**config.mk**
```make
export PLATFORM = sky130hd
export DESIGN_NAME = dmaft_ctrl
export DESIGN_NICKNAME = d
export VERILOG_FILES = /design/src/hdl/dmaft_pkg.sv /design/src/hdl/dmaft_ctrl.sv
export SDC_FILE = /design/constraint.sdc
export NUM_CORES = 1
export LEC_CHECK = 0
export BUFFER_PORTS_ARGS = -buffer_cell sky130_fd_sc_hd__buf_2
export CORE_AREA = 2 2 39 41
export CTS_CLUSTER_SIZE = 25
export DETAILED_ROUTE_END_ITERATION = 16
export DIE_AREA = 0 0 41 43
export GPL_TIMING_DRIVEN = 0
export PLACE_DENSITY = 0.5
export SYNTH_ARGS = -nofsm -noshare
export SYNTH_HDL_FRONTEND = slang
export SYNTH_SLANG_ARGS = --single-unit
```
**constraint.sdc**
```tcl
create_clock -name clock -period 1.83 [get_ports clock]
set_clock_uncertainty 0.15 [all_clocks]
set_input_delay 0.2745 -clock clock [delete_from_list [all_inputs] [get_ports clock]]
set_output_delay 0.2745 -clock clock [all_outputs]
set_load 0.01 [all_outputs]
```
**src/hdl/dmaft_pkg.sv**
```systemverilog
// Shared types and codes for the dual address filter table.
// No dependencies; every other file of the block but dmaft_chan_if imports this package.
package dmaft_pkg;

   localparam int ADDR_W  = 48;
   localparam int KIND_W  = 2;
   localparam int ENTRY_W = 5;
   localparam int COUNT_W = 6;
   localparam logic [COUNT_W-1:0] USED_MAX = 6'd63;

   typedef enum logic [2:0] {
      OP_ADD      = 3'd0,
      OP_REMOVE   = 3'd1,
      OP_CLEAR    = 3'd2,
      OP_CONTAINS = 3'd3,
      OP_GET      = 3'd4
   } op_type;

   typedef enum logic [1:0] {
      ST_OK        = 2'd0,
      ST_PRESENT   = 2'd1,
      ST_FULL      = 2'd2,
      ST_NOT_FOUND = 2'd3
   } status_type;

   typedef enum logic [1:0] {
      S_IDLE,
      S_DECIDE,
      S_SCAN
   } state_type;

   typedef struct packed {
      logic [2:0]         operation;
      logic               list_select;
      logic [ADDR_W-1:0]  address_in;
      logic [KIND_W-1:0]  kind_in;
      logic [ENTRY_W-1:0] entry_index;
   } req_payload_type;

   typedef struct packed {
      status_type         status;
      logic               hit;
      logic [ADDR_W-1:0]  address_out;
      logic [KIND_W-1:0]  kind_tag;
      logic [COUNT_W-1:0] used_count;
   } rsp_payload_type;

   // controller -> datapath
   typedef struct packed {
      logic       load;
      logic       add_en;
      logic       remove_en;
      logic       clear_en;
      logic       scan_clear;
      logic       scan_step;
      logic       rsp_load;
      logic       rsp_entry;
      status_type rsp_status;
      logic       rsp_hit;
   } cmd_type;

   // datapath -> controller
   typedef struct packed {
      logic [2:0] operation;
      logic       match_any;
      logic       full;
      logic       slot_used;
      logic       slot_last;
      logic       seen_hit;
      logic       rsp_busy;
   } dp_status_type;

endpackage

```
**src/hdl/dmaft_ctrl.sv**
```systemverilog
// Sequencing state machine for the filter table: accept, decide, slot scan.
// Depends on dmaft_pkg; drives the datapath through cmd_type only.
module dmaft_ctrl (
   input  logic                   clock,
   input  logic                   reset,
   input  logic                   req_valid,
   output logic                   req_ready,
   input  dmaft_pkg::dp_status_type sts,
   output dmaft_pkg::cmd_type     cmd
);
   import dmaft_pkg::*;

   state_type state_ff, state_in;
   logic      found;

   assign found = sts.slot_used && sts.seen_hit;

   always_ff @(posedge clock) begin
      if (reset) begin
         state_ff <= S_IDLE;
      end else begin
         state_ff <= state_in;
      end
   end

   always_comb begin
      state_in = state_ff;
      unique case (state_ff)
         S_IDLE: begin
            if (req_valid) begin
               state_in = S_DECIDE;
            end
         end
         S_DECIDE: begin
            if (!sts.rsp_busy) begin
               state_in = (sts.operation == OP_GET) ? S_SCAN : S_IDLE;
            end
         end
         S_SCAN: begin
            if ((found || sts.slot_last) && !sts.rsp_busy) begin
               state_in = S_IDLE;
            end
         end
         default: state_in = S_IDLE;
      endcase
   end

   always_comb begin
      cmd = '0;
      cmd.rsp_status = ST_OK;
      req_ready = (state_ff == S_IDLE);
      unique case (state_ff)
         S_IDLE: begin
            cmd.load = req_valid;
         end
         S_DECIDE: begin
            if (!sts.rsp_busy) begin
               cmd.rsp_load = 1'b1;
               unique case (sts.operation)
                  OP_ADD: begin
                     priority if (sts.match_any) begin
                        cmd.rsp_status = ST_PRESENT;
                     end else if (sts.full) begin
                        cmd.rsp_status = ST_FULL;
                     end else begin
                        cmd.add_en = 1'b1;
                     end
                  end
                  OP_REMOVE: begin
                     if (sts.match_any) begin
                        cmd.remove_en = 1'b1;
                     end else begin
                        cmd.rsp_status = ST_NOT_FOUND;
                     end
                  end
                  OP_CLEAR: begin
                     cmd.clear_en = 1'b1;
                  end
                  OP_CONTAINS: begin
                     cmd.rsp_hit = sts.match_any;
                  end
                  OP_GET: begin
                     // no result yet: walk the slots first
                     cmd.rsp_load   = 1'b0;
                     cmd.scan_clear = 1'b1;
                  end
                  default: ;
               endcase
            end
         end
         S_SCAN: begin
            priority if (found) begin
               cmd.rsp_load  = !sts.rsp_busy;
               cmd.rsp_entry = 1'b1;
            end else if (sts.slot_last) begin
               cmd.rsp_load   = !sts.rsp_busy;
               cmd.rsp_status = ST_NOT_FOUND;
            end else begin
               cmd.scan_step = 1'b1;
            end
         end
         default: ;
      endcase
   end

`ifndef SYNTH
   a_accept_to_decide: assert property (@(posedge clock) disable iff (reset)
      (req_valid && req_ready) |=> (state_ff == S_DECIDE))
      else $error("accepted request did not move to decide");
   a_no_overwrite: assert property (@(posedge clock) disable iff (reset)
      cmd.rsp_load |-> !sts.rsp_busy)
      else $error("response loaded while previous one is still held");
`endif

endmodule

```
Word level (Yosys, flattened, before mapping)
Index checks and enable logic that the tools add are counted.

Bits in registers: 2. Bits of input ports: 12. Output and inout port bits: 12. Logic and storage cells: 52.

Equality and inequality tests: 9. Muxes and demuxes: 35. Reduce and logical (&&, ||, !) cells: 7.

Operators by type and width (count): $mux W1 (19); $mux W2 (9); $mux W4 (2); $pmux W2 S2 (2); $eq A3 B2 Y1 const B (2); $ne A2 B2 Y1 const B (3); $pmux W2 S3 (1); $eq A3 B1 Y1 const B (1); $eq A3 B3 Y1 const B (1); $logic_not A3 Y1 (1); $mux W3 (1); $reduce_and A3 Y1 (1); $eq A2 B1 Y1 const B (1); $eq A2 B2 Y1 const B (1); $logic_and A1 B1 Y1 (2); $logic_not A2 Y1 (1); $pmux W1 S2 (1); $logic_not A1 Y1 (1); $logic_or A1 B1 Y1 (1).

Depth between registers and ports, before layout
Depth after elaboration: 5. Depth in mapped cells: 5. Depth with buffers taken out: 5.

Worst setup path before layout
Ideal clock, no wire load.

Path type: flip-flop to output port. From: register state_ff[1]. To: output cmd[9] in the netlist's numbering. Arrival: 1433 ps. Required time: 1405 ps. Path slack: -28 ps. Cell stages (with the launch flop): 5. Buffers on the path: 0. Cells stage by stage: dfxtp_1 -> inv_1 -> ha_1 -> or4b_4 -> nor4_1.

RTL lines: from (decl) (RTL line dmaft_ctrl.sv:13) `state_type state_ff, state_in;`; from (signal assigned) (RTL line dmaft_ctrl.sv:22) `state_ff <= state_in;`; to (decl) (RTL line dmaft_ctrl.sv:9) `output dmaft_pkg::cmd_type cmd`.

==> results_dict.tcl <==
set metrics [dict create \
    status "finished with violations" \
    violations "negative setup slack" \
    required_ns 1.41 \
    max-slew-margin-rel_pct 73.37 \
    cpPeakStageDelay_ns 0.49 \
    min_path_type "in -> reg" \
    start_util_pct 22.69 \
    grt_pass1_wl_mm 1.207 \
    yosys.area.top_type "dfxtp_1" \
    seq_area_um2 42.54 \
    critPathArrivalTime_ns 1.60 \
    worstHoldEndpoint "state_ff[0]" \
    yosys-top-cells-area "dfxtp_1, ha_1, nor2_1, nor3b_1, o21a_1" \
    chipHeight_um 43 \
    cp-start-kind "flip-flop" \
    min_period_over_period_pct 110.6 \
    p_leak_nw 0.2758 \
    power_frac_seq_pct 16.9 \
    portBuffers 23 \
    synthCells 40 \
    syn_avg_cell_area_um2 7.851 \
    setup_ws_ns -0.1943 \
    wl_per_cell_um 10.56 \
    grt_pass1_vias 326 \
    slew_violations 0 \
    combPwrFrac_pct 56.1 \
    gr-total-overflow 0 \
    clockRootBuffer "clkbuf_4" \
    yosysMostFrequentCell "nor2_1" \
    cts_tree "built" \
    first_iter_violations 3 \
    drt-total-wl_um 919 \
    viasPerCell 4.575 \
    worstMarginPinSlew_ns 0.3995 \
    p_switching_mw 0.1195 \
    layout-drive-gt1-share_pct 67.61 \
    routed.top_layer "met3" \
    setup_viol 7 \
    drc 0 \
    p_int_mw 0.2366 \
    cp-end-kind "primary output" \
    dp_cells 79 \
    pwr-share-clk_pct 27.0 \
    syn2layout_area_growth_pct 88.84 \
    ir_worst_vdd_v 0.0003532 \
    first_pass_iters 2 \
    htreeDepth 1 \
    wl_met1_um 371 \
    pre_cts_ws_ns -0.1465 \
    worst-r2r-cell-count 7 \
    die_area_um2 1763 \
    min_path_cells 3 \
    maxCapViolCount 0 \
    path_max_fanout 4 \
    synthTopCellsByCount "nor2_1, inv_1, ha_1, nor3b_1, o21a_1" \
    cts_buffers 3 \
    ys_seq_elements 2 \
    largest_reg_flops 2 \
    synth_edf_count 0 \
    met2_length_um 499 \
    fin_nets 88 \
    power_mw 0.3561 \
    clock-sinks 2 \
    netlist.area_leader.share_pct 12.75 \
    synth_ff_type "dfxtp_1" \
    final.fill_count 147 \
    n_antenna_cell 0 \
    num_vias 398 \
    yosysUniqueCellTypes 21 \
    clock.fmax_mhz 494.0 \
    postCtsHoldBufs 0 \
    largest-register "state_ff" \
    clock_path_buffers 2 \
    async_flop_share_pct 0 \
    synth.yosys.seq_area_share_pct 12.75 \
    stdcell_count 87 \
    ios 24 \
    worst-r2r-setup-slack_ns 0.03 \
    grt_max_degree 7 \
    antenna_found_initial 0 \
    min_period_ns 2.024 \
    switching_share_pct 33.55 \
    path_class "reg -> out" \
    wl_met3_um 48 \
    yosysWarnings 0 \
    core_um2 1384 \
    r2r_start "state_ff[1]" \
    grt_setup_unrepaired "yes" \
    syn_area_um2 314.1 \
    syn_nets 55 \
    top_regs "state_ff: 2 flops" \
    antenna_left 0 \
    r2r-end "state_ff[1]" \
    insertion_delay_ns 0.22 \
    clk_pin_slew_ns 0.03 \
    grtUsageTotal_pct 9.619 \
    crit_slowest_cell "or4b_4" \
    die_w_um 41 \
    gp_congestion 0.6502 \
    hold_violations 0 \
    multi_input_area_um2 336.6 \
    path_cells "inv_2 -> ha_4 -> or4b_4 -> nor3_2 -> o21a_1 -> buf_2" \
    fp-row-count 14 \
    power_density_nw_per_um2 600.4 \
    hp-start "reset" \
]
-- worst max-delay path by stage --
stage | end | cells past startpoint | start | slack, ns
2_1_floorplan | cmd[2] | 5 | state_ff[1] | 0.02
3_3_place_gp | cmd[2] | 6 | state_ff[1] | -0.16
3_5_place_dp | cmd[2] | 6 | state_ff[1] | -0.15
4_1_cts | cmd[2] | 6 | state_ff[1] | -0.19
5_1_grt | cmd[1] | 6 | state_ff[1] | -0.26
6_report | cmd[2] | 6 | state_ff[1] | -0.19
-- layout make-up --
| cell class | count | area share (%) |
|---|---|---|
| tap | 16 | 3.376 |
| inverter | 4 | 2.532 |
| sequential | 2 | 7.173 |
| timing repair buffer | 28 | 26.37 |
| clock buffer | 3 | 3.797 |
| multi-input combinational | 34 | 56.75 |
-- per-stage QoR --
stage,area [um2],utilization [%],setup TNS (ns),hold WS [ns]
final,593.1,42.86,-0.8298,0.2147
after detailed placement,455.4,32.91,-0.4738,0.3443
after global placement,455.4,32.91,-0.4719,0.3320
after global routing,593.1,42.86,-1.382,0.2489
after floorplan,320.3,-,0,0.3048
after CTS,521.8,37.70,-0.8707,0.2162
-- critical path: cells and delay by family (launching register included) --
kind / cells / cell delay (ns)
buf+inv: 2 / 0.19
fa+ha+maj: 1 / 0.13
compound gates: 1 / 0.12
simple gates: 2 / 0.61
flops: 1 / 0.31
-- repair_timing --
| item | CTS | global route |
|---|---|---|
| gates resized for setup | 7 | 9 |
| endpoints found under the setup margin | 7 | 8 |
| buffers inserted | 3 | 3 |
| pin swaps | 6 | 3 |
-- logic make-up (layout without fill, tap and decap cells) --
group	Yosys count	after routing	share of synthesized area [%]
simple gates	21	21	43.03
compound gates	7	7	17.93
buf+inv	4	35	4.779
fa+ha+maj	3	3	11.95
mux	2	2	6.773
flops	2	2	12.75
xor+xnor	1	1	2.789
-- power groups by stage --
stage / clock network (mW) / logic, mW / registers [mW]
6_report: 0.0960 / 0.200 / 0.0602
5_1_grt: 0.102 / 0.220 / 0.0605
4_1_cts: 0.105 / 0.152 / 0.0587
3_5_place_dp: 0 / 0.130 / 0.0555
3_3_place_gp: 0 / 0.129 / 0.0555
2_1_floorplan: 0 / 0.0851 / 0.0547
-- metal layers --
| metal | vias up | track usage [%] |
|---|---|---|
| met1 | 181 | 11.50 |
| li1 | 204 | - |
| met5 | - | 0 |
| met3 | 0 | 0 |
| met2 | 13 | 15.94 |
| met4 | 0 | 6.000 |
-- layout by cell type (no fill, tap or decap), types with 2 or more instances in the layout --
| cell type | n |
|---|---|
| buf_2 | 23 |
| nor2_1 | 4 |
| buf_4 | 4 |
| o21a_1 | 3 |
| inv_1 | 3 |
| ha_4 | 3 |
| clkbuf_4 | 3 |
| nand2_1 | 2 |
| a21oi_1 | 2 |
| nor2_2 | 2 |
| nor3b_1 | 2 |
| and2_1 | 2 |
| nand2b_1 | 2 |
| dfxtp_2 | 2 |
Note: power is estimated with default switching activity, not from simulation.
